$ cat config.mk
export PLATFORM = sky130hd
export DESIGN_NAME = uvs_seq
export DESIGN_NICKNAME = d
export VERILOG_FILES = /design/src/rtl/uvs_pkg.sv /design/src/rtl/uvs_seq.sv
export SDC_FILE = /design/constraint.sdc
export NUM_CORES = 1
export LEC_CHECK = 0
export ABC_AREA = 1
export CAP_MARGIN = 20
export CELL_PAD_IN_SITES_DETAIL_PLACEMENT = 0
export CELL_PAD_IN_SITES_GLOBAL_PLACEMENT = 1
export CORE_AREA = 2 2 151 153
export CTS_CLUSTER_SIZE = 28
export DETAILED_ROUTE_END_ITERATION = 10
export DIE_AREA = 0 0 153 155
export DONT_BUFFER_PORTS = 1
export PLACE_DENSITY = 0.69
export RECOVER_POWER = 100
export SLEW_MARGIN = 10
export SYNTH_ARGS = -nofsm -noshare
export SYNTH_HDL_FRONTEND = slang
export SYNTH_SLANG_ARGS = --single-unit
export TNS_END_PERCENT = 5
$ cat constraint.sdc
create_clock -name clk -period 10.9 [get_ports clk]
set_clock_uncertainty 0.15 [all_clocks]
set_input_delay 1.09 -clock clk [delete_from_list [all_inputs] [get_ports clk]]
set_output_delay 1.09 -clock clk [all_outputs]
set_load 0.005 [all_outputs]
$ cat src/rtl/uvs_pkg.sv
`default_nettype none
package uvs_pkg;

  localparam int CFG_W = 11;
  localparam int IDX_W = 10;
  localparam int CRN_W = 20;
  localparam int TEX_W = 17;
  localparam int POS_W = 16;

  localparam int MAX_SLICES = 1024;
  localparam int MAX_STACKS = 1024;

  localparam int DIV_STEPS     = 32;
  localparam int DIV_PER_STAGE = 4;
  localparam int DIV_STAGES    = DIV_STEPS / DIV_PER_STAGE;

  localparam int CORDIC_STEPS  = 18;
  localparam int CORDIC_PER    = 2;
  localparam int CORDIC_STAGES = CORDIC_STEPS / CORDIC_PER;

  // divider, cordic with output mapping, multiply, round
  localparam int LAT = DIV_STAGES + CORDIC_STAGES + 1 + 2;

  localparam logic signed [33:0] CORDIC_GAIN = 34'sd652032874;

  localparam logic [1:0] OP_GRID   = 2'd0;
  localparam logic [1:0] OP_POLE   = 2'd1;
  localparam logic [1:0] OP_CAP    = 2'd2;
  localparam logic [1:0] OP_UNUSED = 2'd3;

  localparam logic [1:0] KIND_VTX = 2'd0;
  localparam logic [1:0] KIND_TRI = 2'd1;
  localparam logic [1:0] KIND_REJ = 2'd2;

  localparam logic [1:0] CLS_REJ  = 2'd0;
  localparam logic [1:0] CLS_GRID = 2'd1;
  localparam logic [1:0] CLS_POLE = 2'd2;
  localparam logic [1:0] CLS_CAP  = 2'd3;

  localparam logic [0:0] REG_SLICES = 1'd0;
  localparam logic [0:0] REG_STACKS = 1'd1;

  typedef struct packed {
    logic             v;
    logic [1:0]       cls;
    logic             jone;
    logic [CRN_W-1:0] t0a;
    logic [CRN_W-1:0] t0b;
    logic [CRN_W-1:0] t0c;
    logic [CRN_W-1:0] t1a;
    logic [CRN_W-1:0] t1b;
    logic [CRN_W-1:0] t1c;
    logic [TEX_W-1:0] tu;
    logic [TEX_W-1:0] tv;
  } meta_t;

  typedef struct packed {
    meta_t                   m;
    logic signed [POS_W-1:0] px;
    logic signed [POS_W-1:0] py;
    logic signed [POS_W-1:0] pz;
  } rec_t;

  function automatic logic signed [32:0] atan_turn(input int k);
    logic signed [32:0] a;
    case (k)
      0:       a = 33'sd536870912;
      1:       a = 33'sd316933405;
      2:       a = 33'sd167458907;
      3:       a = 33'sd85004756;
      4:       a = 33'sd42667331;
      5:       a = 33'sd21354465;
      6:       a = 33'sd10679838;
      7:       a = 33'sd5340245;
      8:       a = 33'sd2670163;
      9:       a = 33'sd1335087;
      10:      a = 33'sd667544;
      11:      a = 33'sd333772;
      12:      a = 33'sd166886;
      13:      a = 33'sd83443;
      14:      a = 33'sd41721;
      15:      a = 33'sd20860;
      16:      a = 33'sd10430;
      17:      a = 33'sd5215;
      default: a = '0;
    endcase
    return a;
  endfunction

  function automatic logic signed [POS_W-1:0] sat16(input logic signed [63:0] v);
    logic signed [POS_W-1:0] r;
    if (v > 64'sd32767) r = 16'sh7fff;
    else if (v < -64'sd32768) r = 16'sh8000;
    else r = v[POS_W-1:0];
    return r;
  endfunction

  // round half up at bit k, then saturate
  function automatic logic signed [POS_W-1:0] rnd_sat(input logic signed [63:0] v,
                                                       input int k);
    logic signed [63:0] t;
    t = (v + (64'sd1 <<< (k - 1))) >>> k;
    return sat16(t);
  endfunction

endpackage
`default_nettype wire

$ cat src/rtl/uvs_seq.sv
`default_nettype none
module uvs_seq (
  input  wire logic          clk,
  input  wire logic          rst_n,
  input  wire logic          rec_valid,
  input  wire uvs_pkg::rec_t rec,
  output logic               take,
  output logic               out_tvalid,
  input  wire logic          out_tready,
  // pos_x, pos_y, pos_z, tangent_x, tangent_z, tex_u, tex_v,
  // corner_a, corner_b, corner_c, zero pad
  output logic [175:0]       out_tdata,
  // kind
  output logic [1:0]         out_tuser,
  output logic               out_tlast
);
  import uvs_pkg::*;

  rec_t       rec_r;
  logic       sv_r;
  logic [1:0] idx_r;
  logic [1:0] cnt;
  logic       last_now;

  logic [1:0]              kind;
  logic signed [POS_W-1:0] px, py, pz, tx, tz;
  logic [TEX_W-1:0]        tu, tv;
  logic [CRN_W-1:0]        ca, cb, cc;

  always_comb begin
    case (rec_r.m.cls)
      CLS_GRID: cnt = rec_r.m.jone ? 2'd1 : 2'd3;
      CLS_POLE: cnt = 2'd2;
      CLS_CAP:  cnt = 2'd2;
      default:  cnt = 2'd1;
    endcase
  end

  assign last_now = (idx_r == 2'(cnt - 2'd1));
  assign take     = !sv_r || (out_tready && last_now);

  always_ff @(posedge clk) begin
    if (!rst_n) begin
      sv_r  <= 1'b0;
      idx_r <= '0;
    end else if (take) begin
      sv_r  <= rec_valid;
      idx_r <= '0;
    end else if (out_tready) begin
      idx_r <= idx_r + 2'd1;
    end
  end

  always_ff @(posedge clk) begin
    if (take) rec_r <= rec;
  end

  always_comb begin
    kind = KIND_REJ;
    px = '0; py = '0; pz = '0; tx = '0; tz = '0;
    tu = '0; tv = '0;
    ca = '0; cb = '0; cc = '0;
    case (rec_r.m.cls)
      CLS_POLE: begin
        kind = KIND_VTX;
        if (idx_r == 2'd0) begin
          py = 16'sh7fff;
          tv = 17'd65536;
        end else begin
          py = 16'sh8000;
        end
      end
      CLS_CAP: begin
        kind = KIND_TRI;
        if (idx_r == 2'd0) begin
          ca = rec_r.m.t0a; cb = rec_r.m.t0b; cc = rec_r.m.t0c;
        end else begin
          ca = rec_r.m.t1a; cb = rec_r.m.t1b; cc = rec_r.m.t1c;
        end
      end
      CLS_GRID: begin
        if (idx_r == 2'd0) begin
          kind = KIND_VTX;
          px = rec_r.px;
          py = rec_r.py;
          pz = rec_r.pz;
          tx = (rec_r.pz == 16'sh8000) ? 16'sh7fff : -rec_r.pz;
          tz = rec_r.px;
          tu = rec_r.m.tu;
          tv = rec_r.m.tv;
        end else if (idx_r == 2'd1) begin
          kind = KIND_TRI;
          ca = rec_r.m.t0a; cb = rec_r.m.t0b; cc = rec_r.m.t0c;
        end else begin
          kind = KIND_TRI;
          ca = rec_r.m.t1a; cb = rec_r.m.t1b; cc = rec_r.m.t1c;
        end
      end
      default: kind = KIND_REJ;
    endcase
  end

  assign out_tvalid = sv_r;
  assign out_tuser  = kind;
  assign out_tlast  = last_now;
  assign out_tdata  = {2'b0, cc, cb, ca, tv, tu, tz, tx, pz, py, px};

  a_idx_range: assert property (@(posedge clk) disable iff (!rst_n)
    sv_r |-> (idx_r < cnt))
    else $error("result index beyond count");

  a_hold: assert property (@(posedge clk) disable iff (!rst_n)
    (sv_r && !out_tready) |=> (sv_r && $stable(idx_r) && $stable(rec_r)))
    else $error("record changed while stalled");

  a_step: assert property (@(posedge clk) disable iff (!rst_n)
    (sv_r && out_tready && !last_now) |=> (sv_r && idx_r == 2'($past(idx_r) + 2'd1)))
    else $error("result index did not advance");

endmodule
`default_nettype wire

==> qor.txt, run 1 <==
Vias per cell: 5.541
Yosys top cell by area: edfxtp_1
Synth Register Bits: 208
Leak: 3.777 nW
CP arrival: 5.60 ns
Synth top area share: 0.6599
Initial Util: 0.4197
Synthesis Warnings: 0
Core Area: 22230 µm²
Largest net degree at the start of global routing: 79
Mapped Area: 9329 µm²
Final Critical Period: 6.842 ns
Worst slew margin: -0.7603
Failing checks: max-capacitance violations, max-slew violations
Global-route wire length before repair: 35400 µm
Mux cell area share after synthesis: 0
Final setup fails: 0
Nets: 1048
Worst IR Drop VDD: 0.1403 mV
Crit-path slowest cell: clkbuf_1
Most common library cell in the layout ignoring fill and taps: edfxtp_1
Clock transition at the registers of the reported paths: 0.05 ns
WP buf/inv: 4
DRC violations left: 0
Post-CTS setup buffer count: 0
Synth Instances: 865
Crit Path Max Fanout: 64
PwrDens: 195.3 nW/µm²
I/O pins: 391
Placed cells: 1091
Crit-path leading delay family: buffers and inverters
Type of origin of the critical path: flop
Post-Synth Adder-Cell Area: 0.009388
Max incr delay on CP: 1.87 ns
Worst reg-to-reg setup slack: 5.06 ns
Fmax: 146.1 MHz
Reg2reg end: rec_r[72]
Main synth FF type: edfxtp_1
Worst-Margin Slew: 2.640 ns
Starting DRT DRC Count: 504
Finished Layout Cells: 1135
Clock buffer depth: 3
GRT Overall Usage: 0.1932
Min-delay src: idx_r[0]
Total power: 1.966 mW
Worst r2r src: rec_r[203]
Number of global-route vias before repair: 5751
Total routed wirelength: 24510 µm
Sequential-to-total area share from yosys stat: 0.6663
Most frequent cells in the layout: edfxtp_1 (205), nor2_1 (199), o21ai_0 (132), inv_1 (75), o22ai_1 (60)
H-tree depth: 1
CTS tree: done
Number of CTS-inserted buffers: 23
Period utilization: 0.6277
EDFF count, synth: 205
Detail Route Antenna Nets: 0
Mean post-synth cell area: 10.78 µm²
Fin. Hold Viols: 0
CTS Hold Bufs: 0
Die area: 23720 µm²
Rows: 55
CTS resizes: 0
Worst Reg2Reg Path Length in Cells: 7
HPWL after DPL: 16070 µm
Hold Path Class: reg -> reg
Worst skew pair latency: 0.50 ns
Vias after detailed routing: 6289
Hold slack final: 0.4096 ns
Status: finished with violations
Hold depth: 2
CP cell instances: inv_1, ha_1, buf_4, nand2_1, clkbuf_1, inv_1, nand2_1, nor2_1
Maxcap violations: 4
Critical path capture point type: primary output
Setup TNS: 0 ns
Fraction of layout cells with a size suffix above 1: 0.06730
Post-synthesis simple-gate area fraction: 0.1297
CP Class: reg -> out
Worst EP required: 9.66 ns
Largest family of logic cells by synthesized area: simple AND/OR/NAND/NOR gates
Drt first pass iters: 7
Root buf cell: clkbuf_16
Pins Over Slew Limit: 213
Ranking of synthesized cells by area: edfxtp_1 (66%), nor2_1 (7.9%), o21ai_0 (6.8%), o22ai_1 (4.0%), inv_1 (3.0%)
Post-synth ARST share: 0
Die width: 153 µm
Hold endpoint: idx_r[0]
Area grow syn2layout: 7.900%
Aggregate global routing overflow: 0
Unique masters post-synth: 30
Post-Synth XOR/XNOR Area: 0.002817
Final GP Congestion: 0.7747
Port bufs: 0
Compound-Gate Fraction of Synth Area: 0.1218
Chip Height: 155 µm
RSZ-0062 raised after global routing: no
Initial antenna violation count: 4
WL per Instance: 21.59 µm
CTS sink cnt: 208
## metal layers
metal,vias to the layer above,global-route usage,wire length [µm]
met2,316,0.3295,12490
met4,2,0.04497,459
met1,3006,0.2329,9137
li1,2936,-,-
met3,29,0.07465,2403
met5,-,0.004141,13
## stage by stage
stage / worst slack, ns / utilization / cell area (µm²)
2_1_floorplan: 4.078 / - / 9333
3_3_place_gp: 6.476 / 0.4244 / 9433
3_5_place_dp: 6.379 / 0.4244 / 9433
4_1_cts: 6.373 / 0.4553 / 10120
5_1_grt: 3.440 / 0.4527 / 10060
6_report: 4.058 / 0.4529 / 10070
## kinds of logic (layout without fill, tap and decap cells)
group | after synthesis | in the layout
other | 1 | 5
buffers and inverters | 151 | 132
adder cells (fa/ha/maj) | 7 | 7
XOR/XNOR | 3 | 3
flip-flops | 208 | 208
AO/OA/AOI/OAI | 208 | 208
AND/OR/NAND/NOR | 287 | 287
## cell usage after synthesis (3+ instances only)
library cell  number
ha_1               7
nor2_2             3
a21oi_1           10
o22ai_1           60
edfxtp_1         205
nand4_1            3
inv_1             74
o21ai_0          127
dfxtp_1            3
buf_2              9
buf_4             19
nand3_1           35
nand2_1           39
inv_2              7
clkbuf_1          41
o21ai_2            4
nor2_1           197
o21ai_1            4
nor2_4             3
## report_power, final
part | internal (mW) | switching, mW
combinational | 0.0559 | 0.175
clock | 0.410 | 0.299
sequential | 0.992 | 0.0341
total | 1.46 | 0.508
## registers in the layout (all words and copies together) (netlist names)
register	count
out_tvalid	1
rec_r	205
idx_r	2
## layout make-up
type	instances	area [µm²]
Multi-Input combinational cell	507	2434
Tap cell	285	356.6
Sequential cell	208	6216
Fill cell	2066	12160
Clock buffer	27	590.6
Clock inverter	14	97.59
Timing Repair Buffer	9	56.30
Inverter	82	307.8
Antenna cell	3	7.507
## how the worst max path moves through the flow
| stage | cells after the start | startpoint | to | slack [ns] |
|---|---|---|---|---|
| after global routing | 8 | idx_r[0] | out_tdata[111] | 3.44 |
| after global placement | 9 | rec_r[203] | rec_r[66] | 6.48 |
| final | 8 | idx_r[0] | out_tdata[108] | 4.06 |
| after CTS | 9 | rec_r[203] | rec_r[66] | 6.37 |
| after floorplan | 2 | out_tready | take | 4.08 |
| after detailed placement | 9 | rec_r[203] | rec_r[66] | 6.38 |
## worst min-delay path, cell delays in order, from the launching register on
cell	delay, ns
dfxtp_1	0.33
xnor2_1	0.14
nor2_1	0.04
Note: power is estimated with default switching activity, not from simulation.
==> run 2: changes to the inputs <==
--- a/config.mk
+++ b/config.mk
@@ -5,16 +5,16 @@
 export SDC_FILE = /design/constraint.sdc
 export NUM_CORES = 1
 export LEC_CHECK = 0
-export ABC_AREA = 1
+export ABC_AREA = 0
 export CAP_MARGIN = 20
 export CELL_PAD_IN_SITES_DETAIL_PLACEMENT = 0
 export CELL_PAD_IN_SITES_GLOBAL_PLACEMENT = 1
-export CORE_AREA = 2 2 151 153
+export CORE_AREA = 2 2 152 154
 export CTS_CLUSTER_SIZE = 28
 export DETAILED_ROUTE_END_ITERATION = 10
-export DIE_AREA = 0 0 153 155
+export DIE_AREA = 0 0 154 156
 export DONT_BUFFER_PORTS = 1
-export PLACE_DENSITY = 0.69
+export PLACE_DENSITY = 0.68
 export RECOVER_POWER = 100
 export SLEW_MARGIN = 10
 export SYNTH_ARGS = -nofsm -noshare
==> constraint.sdc (replaced) <==
create_clock -name clk -period 6.2 [get_ports clk]
set_clock_uncertainty 0.15 [all_clocks]
set_input_delay 0.62 -clock clk [delete_from_list [all_inputs] [get_ports clk]]
set_output_delay 0.62 -clock clk [all_outputs]
set_load 0.005 [all_outputs]
==> run 2 against run 1 <==
The run still ends with max-capacitance violations, max-slew violations left; cell area grew 1.0%; sequential cell count is the same; count of clock-buffer cells in the layout shrank 2; die area grew 1.3%; sequential power grew 84%; critical endpoint is now take.
==> qor.txt, run 2 <==
Status: finished with violations
Failing checks: max-capacitance violations, max-slew violations
Seq pwr share: 0.520 (-0.002)
Die area: 24020 µm² (+1.3%)
DRC violations left: 0 (unchanged)
Fraction of layout cells with a size suffix above 1: 0.07568 (+0.008388)
Worst EP required: 5.43 ns (-4.23 ns)
Synthesis Warnings: 0 (unchanged)
Final setup fails: 0 (unchanged)
H-tree depth: 1 (unchanged)
Layout fillers: 1976 (-4.4%)
I/O pins: 391 (unchanged)
Hold slack final: 0.06161 ns (-0.3480 ns)
Maxcap violations: 1 (-3)
Switching Share: 0.2616 (+0.003321)
Largest net degree at the start of global routing: 116 (+47%)
Post-layout util: 0.4547 (+0.001800)
Post-DP Area: 9465 µm² (+0.34%)
Worst IR Drop VDD: 0.3193 mV (+130%)
Largest register FFs: 205 (unchanged)
Hold Path Class: in -> reg
Mean post-synth cell area: 14.65 µm² (+36%)
Most frequent cells in the layout: edfxtp_1 (205), mux2i_1 (120), o22ai_1 (60), and3_1 (50), clkbuf_16 (23)
Vias per cell: 5.785 (+4.4%)
CTS sink cnt: 208 (unchanged)
CTS tree: done
Leak: 3.964 nW (+5.0%)
Port bufs: 0 (unchanged)
Ranking of synthesized cells by area: edfxtp_1 (66%), mux2i_1 (13%), o22ai_1 (4.0%), and3_1 (3.4%), buf_4 (1.5%)
Critical path capture point type: primary output
CTS Hold Bufs: 0 (unchanged)
Fin. Hold Viols: 0 (unchanged)
Comb pwr share: 0.138 (+0.021)
Worst r2r src: rec_r[204]
Initial Util: 0.4167 (-0.003030)
Sequential-to-total area share from yosys stat: 0.6670 (+0.0007157)
Mapped Area: 9319 µm² (-0.11%)
Final GP Congestion: 0.9217 (+19%)
Worst slew margin: -0.1757 (+0.5846)
Setup crit start: rec_r[204]
Crit Path Max Fanout: 67 (+4.7%)
Min-delay src: rec[142]
Final Critical Period: 4.476 ns
Number of CTS-inserted buffers: 23 (unchanged)
Pins Over Slew Limit: 66 (-69%)
Post-synth ARST share: 0 (unchanged)
Worst skew pair latency: 0.50 ns (about the same)
Unique masters post-synth: 43 (+43%)
Drt first pass iters: 4 (-3)
Synth Register Bits: 208 (unchanged)
Global-route wire length before repair: 31220 µm (-12%)
Synth Instances: 636 (-26%)
EDFF count, synth: 205 (unchanged)
Finished Layout Cells: 909 (-20%)
Period utilization: 0.7219
WL per Instance: 23.99 µm (+11%)
Root buf cell: clkbuf_16
Starting DRT DRC Count: 284 (-44%)
Placed cells: 865 (-21%)
Fmax: 223.4 MHz
CP arrival: 3.71 ns (-1.89 ns)
Nets: 823 (-21%)
Type of origin of the critical path: flop
Clock Power Share: 0.341 (-0.020)
Initial antenna violation count: 3 (-1)
Detail Route Antenna Nets: 0 (unchanged)
Most common library cell in the layout ignoring fill and taps: edfxtp_1
Synth top area share: 0.6606 (+0.0007088)
Clock buffer depth: 3 (unchanged)
Switching Power: 0.9553 mW (+88%)
Largest Register: rec_r
CTS resizes: 0 (unchanged)
Design area: 10170 µm² (+1.0%)
Core Area: 22370 µm² (+0.62%)
GRT Overall Usage: 0.1677 (-0.02552)
Number of global-route vias before repair: 5291 (-8.0%)
HPWL after DPL: 15110 µm (-6.0%)
Aggregate global routing overflow: 0 (unchanged)
PwrDens: 359.1 nW/µm² (+84%)
Internal power: 2.696 mW (+85%)
List of most frequent post-synthesis cells: edfxtp_1 (205), mux2i_1 (120), o22ai_1 (60)
Rows: 55 (unchanged)
Worst-Margin Slew: 1.764 ns (-0.8769 ns)
Clock transition at the registers of the reported paths: 0.06 ns (about the same)
Total routed wirelength: 21810 µm (-11%)
Chip Height: 156 µm (+0.65%)
Yosys top cell by area: edfxtp_1
Vias after detailed routing: 5259 (-16%)
RSZ-0062 raised after global routing: no
Setup TNS: 0 ns (unchanged)
CP Class: reg -> out
Main synth FF type: edfxtp_1
Area grow syn2layout: 9.117%
Most common cell in the synthesized netlist: edfxtp_1
Die width: 154 µm (+0.65%)
Post-CTS setup buffer count: 0 (unchanged)
==> run 2: changes by cell type in the layout (fill, tap and decap cells not counted), sizes merged, moves of 34 or more <==
cell | previous run | this run
o21ai | 135 | 13
nor2 | 203 | 8
and3 | 1 | 50
nand3 | 36 | 2
mux2i | 0 | 120
inv | 83 | 10
==> run 2: power by group through the flow <==
stage	Combinational (mW)	Clock, mW	Sequential [mW]
CTS	0.516	1.29	1.90
global placement	0.498	0	1.91
finish	0.504	1.25	1.90
floorplan	0.404	0	1.92
detailed placement	0.515	0	1.93
global route	0.556	1.34	1.92
==> run 2: area by class of cell <==
cell class / instances / area [µm²] / share of cell area
timing repair buffer: 7 / 93.84 / 0.009228
inverter: 9 / 33.78 / 0.003322
multi-input combinational: 357 / 2774 / 0.2728
clock inverter: 15 / 103.9 / 0.01021
antenna: 3 / 7.507 / 0.0007383
clock buffer: 25 / 583.1 / 0.05734
tap: 285 / 356.6 / 0.03507
sequential: 208 / 6216 / 0.6113
==> run 2: per-layer routing <==
layer,global-route usage,share of wire
met5,0,0
met4,0.04762,0.015
met3,0.06722,0.098
met2,0.3015,0.52
met1,0.1834,0.36
==> run 2: kinds of logic (layout without fill, tap and decap cells) <==
| group | count (synthesis) | in the layout | synth area share |
|---|---|---|---|
| adders and majority gates | 7 | 7 | 0.009398 |
| and+or+nand+nor | 113 | 113 | 0.07304 |
| buffers and inverters | 72 | 56 | 0.03800 |
| xor gates and xnor gates | 12 | 12 | 0.01128 |
| DFF | 208 | 208 | 0.6670 |
| muxes | 120 | 120 | 0.1289 |
| other | 1 | 5 | 0.0004024 |
| AOI/OAI and AO/OA | 103 | 103 | 0.07197 |
==> run 2: worst max-delay path, stage by stage, from the launching register on <==
cell and delay [ns]:
edfxtp_1 0.43, inv_1 0.10, ha_1 0.68, nor4b_1 0.31, a22o_1 0.29, o31a_2 1.32
==> run 2: metrics by stage <==
stage	worst slack [ns]	power, mW
after floorplan	1.554	2.320
after global placement	2.546	2.409
after detailed placement	2.392	2.441
after CTS	2.122	3.704
after global routing	1.282	3.819
final	1.724	3.651
==> run 2: path summary, 6_finish.rpt <==
check               endpoint  slack (ns)  depth (start not counted)
setup reg to reg   rec_r[67]        1.87                          6
hold reg to reg     idx_r[1]        0.39                          2
hold / removal    rec_r[142]        0.06                          0
setup / recovery        take        1.72                          5
