File: config.mk
export PLATFORM = sky130hd
export DESIGN_NAME = uvs_div
export DESIGN_NICKNAME = d
export VERILOG_FILES = /design/src/rtl/uvs_pkg.sv /design/src/rtl/uvs_div.sv
export SDC_FILE = /design/constraint.sdc
export NUM_CORES = 1
export LEC_CHECK = 0
export ABC_AREA = 1
export BUFFER_PORTS_ARGS = -buffer_cell sky130_fd_sc_hd__buf_2
export CORE_MARGIN = 2
export CORE_UTILIZATION = 40
export CTS_CLUSTER_DIAMETER = 40
export DETAILED_ROUTE_END_ITERATION = 10
export PLACE_DENSITY = 0.64
export SETUP_SLACK_MARGIN = 0.05
export SYNTH_ARGS = -nofsm -noshare
export SYNTH_HDL_FRONTEND = slang
export SYNTH_SLANG_ARGS = --single-unit
export TNS_END_PERCENT = 50
File: constraint.sdc
create_clock -name clk -period 19 [get_ports clk]
set_input_delay 1.9 -clock clk [delete_from_list [all_inputs] [get_ports clk]]
set_output_delay 1.9 -clock clk [all_outputs]
set_load 0.01 [all_outputs]
File: src/rtl/uvs_pkg.sv
`default_nettype none
package uvs_pkg;

  localparam int CFG_W = 11;
  localparam int IDX_W = 10;
  localparam int CRN_W = 20;
  localparam int TEX_W = 17;
  localparam int POS_W = 16;

  localparam int MAX_SLICES = 1024;
  localparam int MAX_STACKS = 1024;

  localparam int DIV_STEPS     = 32;
  localparam int DIV_PER_STAGE = 4;
  localparam int DIV_STAGES    = DIV_STEPS / DIV_PER_STAGE;

  localparam int CORDIC_STEPS  = 18;
  localparam int CORDIC_PER    = 2;
  localparam int CORDIC_STAGES = CORDIC_STEPS / CORDIC_PER;

  // divider, cordic with output mapping, multiply, round
  localparam int LAT = DIV_STAGES + CORDIC_STAGES + 1 + 2;

  localparam logic signed [33:0] CORDIC_GAIN = 34'sd652032874;

  localparam logic [1:0] OP_GRID   = 2'd0;
  localparam logic [1:0] OP_POLE   = 2'd1;
  localparam logic [1:0] OP_CAP    = 2'd2;
  localparam logic [1:0] OP_UNUSED = 2'd3;

  localparam logic [1:0] KIND_VTX = 2'd0;
  localparam logic [1:0] KIND_TRI = 2'd1;
  localparam logic [1:0] KIND_REJ = 2'd2;

  localparam logic [1:0] CLS_REJ  = 2'd0;
  localparam logic [1:0] CLS_GRID = 2'd1;
  localparam logic [1:0] CLS_POLE = 2'd2;
  localparam logic [1:0] CLS_CAP  = 2'd3;

  localparam logic [0:0] REG_SLICES = 1'd0;
  localparam logic [0:0] REG_STACKS = 1'd1;

  typedef struct packed {
    logic             v;
    logic [1:0]       cls;
    logic             jone;
    logic [CRN_W-1:0] t0a;
    logic [CRN_W-1:0] t0b;
    logic [CRN_W-1:0] t0c;
    logic [CRN_W-1:0] t1a;
    logic [CRN_W-1:0] t1b;
    logic [CRN_W-1:0] t1c;
    logic [TEX_W-1:0] tu;
    logic [TEX_W-1:0] tv;
  } meta_t;

  typedef struct packed {
    meta_t                   m;
    logic signed [POS_W-1:0] px;
    logic signed [POS_W-1:0] py;
    logic signed [POS_W-1:0] pz;
  } rec_t;

  function automatic logic signed [32:0] atan_turn(input int k);
    logic signed [32:0] a;
    case (k)
      0:       a = 33'sd536870912;
      1:       a = 33'sd316933405;
      2:       a = 33'sd167458907;
      3:       a = 33'sd85004756;
      4:       a = 33'sd42667331;
      5:       a = 33'sd21354465;
      6:       a = 33'sd10679838;
      7:       a = 33'sd5340245;
      8:       a = 33'sd2670163;
      9:       a = 33'sd1335087;
      10:      a = 33'sd667544;
      11:      a = 33'sd333772;
      12:      a = 33'sd166886;
      13:      a = 33'sd83443;
      14:      a = 33'sd41721;
      15:      a = 33'sd20860;
      16:      a = 33'sd10430;
      17:      a = 33'sd5215;
      default: a = '0;
    endcase
    return a;
  endfunction

  function automatic logic signed [POS_W-1:0] sat16(input logic signed [63:0] v);
    logic signed [POS_W-1:0] r;
    if (v > 64'sd32767) r = 16'sh7fff;
    else if (v < -64'sd32768) r = 16'sh8000;
    else r = v[POS_W-1:0];
    return r;
  endfunction

  // round half up at bit k, then saturate
  function automatic logic signed [POS_W-1:0] rnd_sat(input logic signed [63:0] v,
                                                       input int k);
    logic signed [63:0] t;
    t = (v + (64'sd1 <<< (k - 1))) >>> k;
    return sat16(t);
  endfunction

endpackage
`default_nettype wire

File: src/rtl/uvs_div.sv
`default_nettype none
module uvs_div (
  input  wire logic        clk,
  input  wire logic        en,
  input  wire logic [9:0]  num,
  input  wire logic [11:0] den,
  output logic [31:0]      q
);
  import uvs_pkg::*;

  logic [12:0] r_r [DIV_STAGES];
  logic [31:0] q_r [DIV_STAGES];

  for (genvar s = 0; s < DIV_STAGES; s++) begin : g_st
    logic [12:0] r_in;
    logic [31:0] q_in;
    logic [12:0] r_w;
    logic [31:0] q_w;

    if (s == 0) begin : g_first
      assign r_in = {3'b0, num};
      assign q_in = '0;
    end else begin : g_next
      assign r_in = r_r[s-1];
      assign q_in = q_r[s-1];
    end

    // restoring division, one quotient bit per step
    always_comb begin
      logic [13:0] r2;
      r_w = r_in;
      q_w = q_in;
      for (int k = 0; k < DIV_PER_STAGE; k++) begin
        r2 = {r_w, 1'b0};
        if (r2 >= {2'b0, den}) begin
          r_w = 13'(r2 - {2'b0, den});
          q_w = {q_w[30:0], 1'b1};
        end else begin
          r_w = r2[12:0];
          q_w = {q_w[30:0], 1'b0};
        end
      end
    end

    always_ff @(posedge clk) begin
      if (en) begin
        r_r[s] <= r_w;
        q_r[s] <= q_w;
      end
    end
  end

  assign q = q_r[DIV_STAGES-1];

endmodule
`default_nettype wire

==> metrics.txt, run 1 <==
layout cells sized above 1=6.41%; routed vias=27300; WS Path Type=input pin to register; number of synthesized flops with an enable pin=235; Seq/Total Area, Yosys=24.5%; initial antenna violation count=0; synthesized flop and latch total=235; setup TNS=0 ns; ys flop type=edfxtp_1; CP max stage delay=0.65 ns; # DRC=0; CTS max path bufs=3; status=completed; fin crit share=61.0%; crit path time final=11.59 ns; skew final=0.0249 ns; Core Rows=98; Critical-path top delay cell=nor2_1; vias in the first global route=25900; Hold Path Origin=q_r[1][64]; gr usage total=21.4%; Max-cap violations=0; CTS Root Cell=clkbuf_16; post-synthesis cell type count=52; Final #Nets=4590; Slew HR=37.6%; commonest non-fill, non-tap cell in the layout=nand2_1; Initial Util=40.4%; Startpoint Class=input pin; Post-CTS Hold Fix Bufs=0; Detailed Place HPWL=59200 um; CTS H-tree lvls=2; largest net degree at the start of global routing=113; # diodes=0; CP most frequent cell=nand2_1; most frequent cells in the layout=1230 x nand2_1, 432 x inv_1, 358 x ha_1, 347 x nand3_1, 325 x a21oi_1; Slew @ Worst Pin=0.936 ns; number of cells produced by synthesis=4139; RD Place Congestion=0.919; # setup viols final=0; chip width=272 um; Post-CTS Setup Bufs=0; Synth Area per Inst=6.96 sq um; input/output buffers=55; CP Max Fanout=26; cts repair resizes=0; Total Routed Length=79500 um; clock sink count=235; Final Hold Viols=0; synthesis-to-finish area growth=10.6%; biggest area consumer among synthesized cells=edfxtp_1; DR WL/cell=15.3 um; HP Class=register to register; fraction of registers with async set/reset=0%; CP endpoint kind=register; worst reg2reg startpoint=r_r[3][8]; Reg area=0.00706 sq mm; # fillers=7350; drt initial violations=1833; CTS tree=done; Worst Path Required=19.34 ns; post-synth top area share=24.5%; CTS Buf Count=53; antenna-violating nets left=0; top cells by area, synth=edfxtp_1 24%, nand2_1 16%, ha_1 16%, nand3_1 6.0%, inv_1 5.8%; Worst-path clk slew=0.05 ns; area of the multi-input gates=0.0197 sq mm; Final Max Tran Viols=0; Die Ht=272 um; DR vias/cell=5.27; RSZ-0062 raised after global routing=false; insertion delay to the later sink of the worst-skew pair=0.61 ns; Fmax=0.0863 GHz; Critical path origin=den[11]; DIE AREA=0.0742 sq mm; first-pass GRT wire length=131000 um; synth warn=0; Post-Syn Area=0.0288 sq mm; io pins=56; DR pass1 iterations=6; WP data arrival=11.93 ns; core area=0.0714 sq mm; grt ovf=0; Syn Nets=4529
==> worst paths after layout <==
kind / end / slack (ns) / cells past startpoint
setup reg to reg: r_r[4][10] / 9.28 / 40
setup / recovery: r_r[4][10] / 7.41 / 43
hold / removal: q_r[1][100] / 0.40 / 0
hold reg to reg: q_r[1][100] / 0.40 / 0
==> layer usage <==
layer	part of all wire [%]	global-route usage (%)	vias up	wire length [um]
met5	0	0	-	0
met4	2.8	6.80	0	2260
met3	5.0	2.62	139	3970
met2	45	35.9	614	35900
met1	47	28.5	12500	37400
li1	-	-	14100	-
==> state kept, by name, summed over array words and instances (netlist names) <==
| name | cells |
|---|---|
| q_r | 144 |
| r_r | 91 |
==> worst max-delay path: cells and delay by family <==
kind                       cells  cell delay [ns]
AOI/OAI and AO/OA             14             3.41
buffers and inverters          5             1.24
adders and majority gates      4             1.42
and+or+nand+nor               20             3.88
==> cell usage after synthesis (10+ instances only) <==
| library cell | number |
|---|---|
| clkbuf_1 | 13 |
| buf_2 | 37 |
| a21oi_1 | 325 |
| a21o_1 | 23 |
| nand2_1 | 1230 |
| xor2_1 | 152 |
| o21ai_1 | 18 |
| inv_2 | 12 |
| o21ai_0 | 231 |
| ha_1 | 358 |
| o21bai_1 | 41 |
| a31oi_1 | 29 |
| inv_1 | 443 |
| nand4_1 | 58 |
| a21oi_2 | 10 |
| xnor2_1 | 141 |
| nor2_1 | 230 |
| or2_2 | 25 |
| o21a_1 | 15 |
| nor3_1 | 32 |
| buf_4 | 11 |
| edfxtp_1 | 235 |
| nand3_2 | 11 |
| nand2_2 | 19 |
| and2_1 | 15 |
| nand3_1 | 347 |
==> through the flow <==
| step | cells | hold slack, ns | cell area (sq um) | utilization (%) | worst slack [ns] |
|---|---|---|---|---|---|
| global placement | 5095 | 0.400 | 30100 | 42.1 | 6.97 |
| floorplan | 4139 | 0.400 | 28800 | - | 9.13 |
| finish | 5193 | 0.399 | 31900 | 44.6 | 7.41 |
| detailed placement | 5095 | 0.405 | 30100 | 42.1 | 6.94 |
| CTS | 5193 | 0.398 | 31900 | 44.6 | 7.52 |
| global route | 5193 | 0.419 | 31900 | 44.6 | 6.31 |
==> cell type report <==
class / instances / area share, %
Clock buffer: 55 / 4.19
Clock inverter: 43 / 1.46
Inverter: 456 / 5.37
Multi-Input combinational cell: 3378 / 61.7
Sequential cell: 235 / 22.2
Tap cell: 950 / 3.73
Timing Repair Buffer: 76 / 1.40
==> logic make-up (layout without fill, tap and decap cells) <==
logic type / Yosys count / in the layout / share of synthesized area, %
simple gates: 1994 / 1994 / 29.3
flops: 235 / 235 / 24.5
fa+ha+maj: 366 / 366 / 16.1
xor+xnor: 293 / 293 / 8.91
compound gates: 725 / 725 / 13.9
buf+inv: 526 / 630 / 7.29
Power of run 1 is left out: the tool's default activity adds up to more than one toggle a clock period on the data nets, which glitch-free logic cannot reach.
==> run 2: changes to the inputs <==
Settings changed: ABC_AREA 1 to 0.
Clock period 19 ns to 11.5 ns, I/O delays scaled along.
==> run 2 against run 1 <==
  * Non-clock buffer count up 48
  * Via count decreased by 16%
  * Flip-flop and latch count unchanged
  * Synthesized cell count fell by 27%
  * Clock skew increased by 0.014 ns
  * Wire length is 12% lower
  * Register-to-register slack lost 8.1 ns
  * Area after synthesis decreased by 5.6%
  * Design area down 4.2%
  * Count of clock-buffer cells in the layout is 7 lower
  * First-iteration DRC count down 26%
  * Hold slack improved by 0.0099 ns
  * Critical path type unchanged
==> metrics.txt, run 2 <==
Slew HR=16.6% (was 37.6%); first-pass GRT wire length=113000 um (was 131000 um); biggest area consumer among synthesized cells=edfxtp_1 (unchanged); Worst-path clk slew=0.05 ns (about the same); hold-critical path depth=0 (unchanged); Final Max Tran Viols=0 (unchanged); Detailed Place HPWL=52700 um (was 59200 um); RSZ-0062 raised after global routing=false (unchanged); post-synth top area share=26.0% (was 24.5%); DR vias/cell=5.63 (was 5.27); setup TNS=0 ns (unchanged); worst reg2reg startpoint=r_r[0][1] (was r_r[3][8]); commonest non-fill, non-tap cell in the layout=ha_1 (was nand2_1); synthesized flop and latch total=235 (unchanged); antenna-violating nets left=0 (unchanged); Worst Path Required=11.82 ns (was 19.34 ns); CTS Root Cell=clkbuf_16 (unchanged); grt ovf=0 (unchanged); Syn Nets=3420 (was 4529); WP data arrival=11.00 ns (was 11.93 ns); Synth Area per Inst=8.97 sq um (was 6.96 sq um); Critical-path top delay cell=mux2_2 (was nor2_1); number of cells produced by synthesis=3030 (was 4139); chip width=265 um (was 272 um); Max-cap violations=0 (unchanged); end point of the worst hold path=q_r[1][78] (was q_r[1][100]); top cells by area, synth=edfxtp_1 26%, ha_1 16%, mux2_2 6.5%, xnor2_1 5.4%, a21oi_1 4.9% (was edfxtp_1 24%, nand2_1 16%, ha_1 16%, nand3_1 6.0%, inv_1 5.8%); count leader, synth=ha_1 (was nand2_1); DR WL/cell=17.3 um (was 15.3 um); Hold Path Origin=q_r[1][42] (was q_r[1][64]); Final #Nets=3538 (was 4590); commonest cells in the synthesized netlist=358 x ha_1, 275 x nor2_1, 266 x a21oi_1, 235 x edfxtp_1, 199 x nand2_1 (was 1230 x nand2_1, 443 x inv_1, 358 x ha_1, 347 x nand3_1, 325 x a21oi_1); most frequent cells in the layout=358 x ha_1, 275 x nor2_1, 266 x a21oi_1, 235 x edfxtp_1, 198 x nand2_1 (was 1230 x nand2_1, 432 x inv_1, 358 x ha_1, 347 x nand3_1, 325 x a21oi_1); drt initial violations=1350 (was 1833); max reg flops=144 (unchanged); Total Routed Length=70200 um (was 79500 um); # DRC=0 (unchanged); largest net degree at the start of global routing=86 (was 113); RD Place Congestion=0.916 (was 0.919); Final Hold Viols=0 (unchanged); routed vias=22800 (was 27300); HP Class=register to register (unchanged); CP most frequent cell=a21o_1 (was nand2_1); Core Rows=95 (was 98); CP Max Fanout=13 (was 26); DIE AREA=0.0701 sq mm (was 0.0742 sq mm); Startpoint Class=input pin (unchanged); crit path time final=10.67 ns; post-synthesis cell type count=98 (was 52); Initial Util=40.4% (about the same); # diodes=0 (unchanged); CP max stage delay=0.41 ns (was 0.65 ns); Regs by FF count=q_r x144, r_r x91 (unchanged); fin crit share=92.8%; io pins=56 (unchanged); skew final=0.0387 ns (was 0.0249 ns); Seq/Total Area, Yosys=26.0% (was 24.5%); CTS max path bufs=3 (unchanged); Slew @ Worst Pin=1.25 ns (was 0.936 ns); DR pass1 iterations=6 (unchanged); core area=0.0673 sq mm (was 0.0714 sq mm); # fillers=6531 (was 7350); Post-Syn Area=0.0272 sq mm (was 0.0288 sq mm); CP endpoint kind=register (unchanged); synth warn=0 (unchanged); WS Path Type=input pin to register (unchanged); Post-CTS Hold Fix Bufs=0 (unchanged); Reg with most FFs=q_r (unchanged); insertion delay to the later sink of the worst-skew pair=0.59 ns (was 0.61 ns); flop-to-flop setup slack=1.18 ns (was 9.28 ns); gr usage total=19.8% (was 21.4%); initial antenna violation count=2 (was 0); CTS tree=done (unchanged); input/output buffers=55 (unchanged); status=completed (unchanged); layout cells sized above 1=13.8% (was 6.41%); Critical path buffers and inverters=4 (was 5); Fmax=0.0937 GHz; CTS H-tree lvls=2 (unchanged); synthesis-to-finish area growth=12.3% (was 10.6%); Die Ht=265 um (was 272 um); cell count of the worst reg-to-reg path=39 (was 40); fraction of registers with async set/reset=0% (unchanged); clock sink count=235 (unchanged); cell family with most CP delay=compound AO/OA/AOI/OAI gates (was simple AND/OR/NAND/NOR gates); reg-to-reg endpoint=r_r[1][8] (was r_r[4][10]); # setup viols final=0 (unchanged); ys flop type=edfxtp_1 (unchanged); number of synthesized flops with an enable pin=235 (unchanged); CTS Buf Count=46 (was 53); vias in the first global route=21700 (was 25900)
-- run 2: cell count changes in the layout (fill, tap and decap cells not counted), moves of 59 or more --
| cell | change |
|---|---|
| a21o_1 | +77 |
| a21oi_1 | -59 |
| inv_1 | -321 |
| mux2_2 | +158 |
| nand2_1 | -1032 |
| nand3_1 | -296 |
-- run 2: per-layer routing --
metal | part of all wire (%) | up-vias | global-route usage [%]
met3 | 4.4 | 110 | 3.02
met4 | 3.3 | 2 | 6.81
met5 | 0.020 | - | 0
met1 | 47 | 10700 | 26.4
li1 | - | 11600 | -
met2 | 45 | 425 | 32.7
-- run 2: cell type report --
cell class	count	area [sq um]	area share (%)
multi-input combinational	2615	19400	63.7
tap	873	1090	3.58
clock buffer	48	1160	3.80
sequential	235	7060	23.1
inverter	126	473	1.55
timing repair buffer	124	881	2.89
clock inverter	37	428	1.40
-- run 2: how the worst max path moves through the flow --
| stage | start | to | slack, ns | cells after the start |
|---|---|---|---|---|
| 2_1_floorplan | den[1] | r_r[1][7] | 0.21 | 44 |
| 3_3_place_gp | den[6] | r_r[5][11] | 0.31 | 35 |
| 3_5_place_dp | den[1] | r_r[1][8] | 0.22 | 41 |
| 4_1_cts | den[1] | r_r[1][8] | 0.78 | 41 |
| 5_1_grt | den[6] | r_r[4][10] | 0.1 | 41 |
| 6_report | den[1] | r_r[1][8] | 0.83 | 41 |
-- run 2: per-stage QoR --
step	instance area [sq um]	hold slack [ns]	utilization [%]	std cells	setup WS (ns)
floorplan	27200	0.400	-	3030	0.207
global placement	28900	0.400	43.0	3973	0.310
detailed placement	28900	0.405	43.0	3973	0.218
CTS	30500	0.410	45.3	4058	0.781
global route	30500	0.408	45.4	4058	0.0956
finish	30500	0.409	45.4	4058	0.825
-- run 2: worst register-to-register path, delay by kind of cell (launching register included) --
kind,cells,cell delay (ns)
adder cells (fa/ha/maj),4,1.35
AND/OR/NAND/NOR,6,1.16
multiplexers,5,1.57
AO/OA/AOI/OAI,22,5.20
buffers and inverters,2,0.34
flip-flops,1,0.43
-- run 2: repair_timing --
item | in CTS | in global routing
resized for setup | 0 | 3
buffers inserted | 0 | 0
setup endpoints to repair | 0 | 21
-- run 2: cells by family after synthesis --
family / count (synthesis) / share of synthesized area [%]
buf+inv: 180 / 2.66
compound gates: 921 / 22.1
simple gates: 860 / 15.3
flops: 235 / 26.0
xor+xnor: 263 / 8.47
fa+ha+maj: 366 / 17.1
mux: 205 / 8.45
Power of run 2 is left out for the same reason.
==> run 3: changes to the inputs <==
Settings changed: REMOVE_ABC_BUFFERS from default to 1, SLEW_MARGIN from default to 5.
==> run 3 against run 2 <==
  * Register-to-register slack improved by 0.11 ns
  * Via count grew 0.25%
  * Clock skew down 0.012 ns
  * Critical path depth grew 1
  * Design area increased by 0.33%
  * Wire length grew 0.69%
  * Worst setup slack improved by 0.087 ns
  * Hold slack gained 0.0021 ns
  * First-iteration DRC count up 3.3%
  * Cell count is 0.15% higher
  * Utilization is 0.15 points higher
  * Critical path type unchanged
  * Highest routed layer is now met4
==> metrics.txt, run 3 (synthesis gave the netlist of run 2 again) <==
CTS tree=done (unchanged); Reg with most FFs=q_r (unchanged); Final #Nets=3539 (was 3538); Fmax=0.0944 GHz (was 0.0937 GHz); Initial Util=40.4% (unchanged); dpl ws=0.0513 ns (was 0.218 ns); largest net degree at the start of global routing=94 (was 86); post-layout util=45.5% (was 45.4%); hold-critical path depth=0 (unchanged); RD Place Congestion=0.902 (was 0.916); max reg flops=144 (unchanged); gr usage total=19.7% (was 19.8%); Max-cap violations=0 (unchanged); DIE AREA=0.0701 sq mm (unchanged); input/output buffers=55 (unchanged); HP Class=register to register (unchanged); drt initial violations=1395 (was 1350); setup TNS=0 ns (unchanged); end point of the worst hold path=q_r[1][41] (was q_r[1][78]); flop-to-flop setup slack=1.29 ns (was 1.18 ns); antenna-violating nets left=0 (unchanged); insertion delay to the later sink of the worst-skew pair=0.60 ns (was 0.59 ns); Final Max Tran Viols=0 (unchanged); CTS Root Cell=clkbuf_16 (unchanged); first-pass GRT wire length=113000 um (about the same); initial antenna violation count=2 (unchanged); Regs by FF count=q_r x144, r_r x91 (unchanged); CTS Buf Count=49 (was 46); Core Rows=95 (unchanged); reg-to-reg endpoint=r_r[1][8] (unchanged); clock sink count=235 (unchanged); Detailed Place HPWL=53100 um (was 52700 um); cell count of the worst reg-to-reg path=39 (unchanged); RSZ-0062 raised after global routing=false (unchanged); CP Max Fanout=20 (was 13); DR pass1 iterations=7 (was 6); io pins=56 (unchanged); Worst Path Required=11.84 ns (was 11.82 ns); Slew HR=28.3% (was 16.6%); grt ovf=0 (unchanged); WP data arrival=10.93 ns (was 11.00 ns); DR vias/cell=5.63 (about the same); # setup viols final=0 (unchanged); CP most frequent cell=ha_1 (was a21o_1); synthesis-to-finish area growth=12.6% (was 12.3%); CTS max path bufs=3 (unchanged); # DRC=0 (unchanged); CP max stage delay=0.44 ns (was 0.41 ns); Post-CTS Hold Fix Bufs=0 (unchanged); worst reg2reg startpoint=r_r[0][1] (unchanged); routed vias=22900 (was 22800); crit path time final=10.59 ns (was 10.67 ns); most frequent cells in the layout=358 x ha_1, 275 x nor2_1, 266 x a21oi_1, 235 x edfxtp_1, 197 x nand2_1 (was 358 x ha_1, 275 x nor2_1, 266 x a21oi_1, 235 x edfxtp_1, 198 x nand2_1); CP endpoint kind=register (unchanged); Total Routed Length=70600 um (was 70200 um); final setup margin=0.912 ns (was 0.825 ns); chip width=265 um (unchanged); Worst-path clk slew=0.05 ns (about the same); commonest non-fill, non-tap cell in the layout=ha_1 (unchanged); Final Hold Viols=0 (unchanged); Critical-path top delay cell=or3b_2 (was mux2_2); Startpoint Class=input pin (unchanged); WS Path Type=input pin to register (unchanged); fin crit share=92.1% (was 92.8%); core area=0.0673 sq mm (unchanged); skew final=0.0272 ns (was 0.0387 ns); DR WL/cell=17.4 um (was 17.3 um); Slew @ Worst Pin=1.07 ns (was 1.25 ns); status=completed (unchanged); Reg area=0.00706 sq mm (unchanged); # fillers=6454 (was 6531); vias in the first global route=21800 (was 21700); area of the multi-input gates=0.0194 sq mm (about the same); layout cells sized above 1=14.2% (was 13.8%); Hold Path Origin=q_r[1][5] (was q_r[1][42]); Die Ht=265 um (unchanged); CTS H-tree lvls=2 (unchanged)
## run 3: what timing repair did
action,in CTS,in global routing
buffers inserted,0,1
endpoints found under the setup margin,0,36
gates resized for setup,0,5
## run 3: metal layers
layer | vias up | wire (um) | global-route usage (%)
met2 | 460 | 31500 | 32.3
met3 | 133 | 3290 | 2.96
met1 | 10600 | 33300 | 26.3
met5 | - | 0 | 0
met4 | 0 | 2550 | 7.15
li1 | 11700 | - | -
## run 3: worst max path at each step
stage / startpoint / endpoint / slack [ns] / depth (start not counted)
after detailed placement: den[1] / r_r[1][8] / 0.05 / 42
after floorplan: den[0] / r_r[1][7] / -0.27 / 38
after CTS: den[1] / r_r[1][8] / 0.61 / 42
after global routing: den[10] / r_r[3][7] / 0.07 / 40
after global placement: den[10] / r_r[3][8] / 0.20 / 39
final: den[1] / r_r[1][8] / 0.91 / 42
## run 3: metrics by stage
stage | std cells | hold WS (ns) | cell area [sq um]
after floorplan | 2976 | 0.400 | 26900
after global placement | 3970 | 0.400 | 28900
after detailed placement | 3970 | 0.405 | 28900
after CTS | 4062 | 0.412 | 30600
after global routing | 4064 | 0.418 | 30600
final | 4064 | 0.411 | 30600
## run 3: worst max-delay path: cells and delay by family
kind                       cells  cell delay, ns
adders and majority gates      5            1.50
muxes                          5            1.62
and+or+nand+nor                8            1.69
AOI/OAI and AO/OA             20            4.21
buffers and inverters          4            0.72
## run 3: area by class of cell
| class | count | share of cell area, % |
|---|---|---|
| inverters | 126 | 1.54 |
| clock buffers | 50 | 4.02 |
| clock inverters | 42 | 1.63 |
| flip-flops and latches | 235 | 23.0 |
| multi-input cells | 2615 | 63.5 |
| well taps | 873 | 3.57 |
| repair buffers | 122 | 2.71 |
| diodes | 1 | 0.00817 |
Power of run 3 is left out for the same reason.
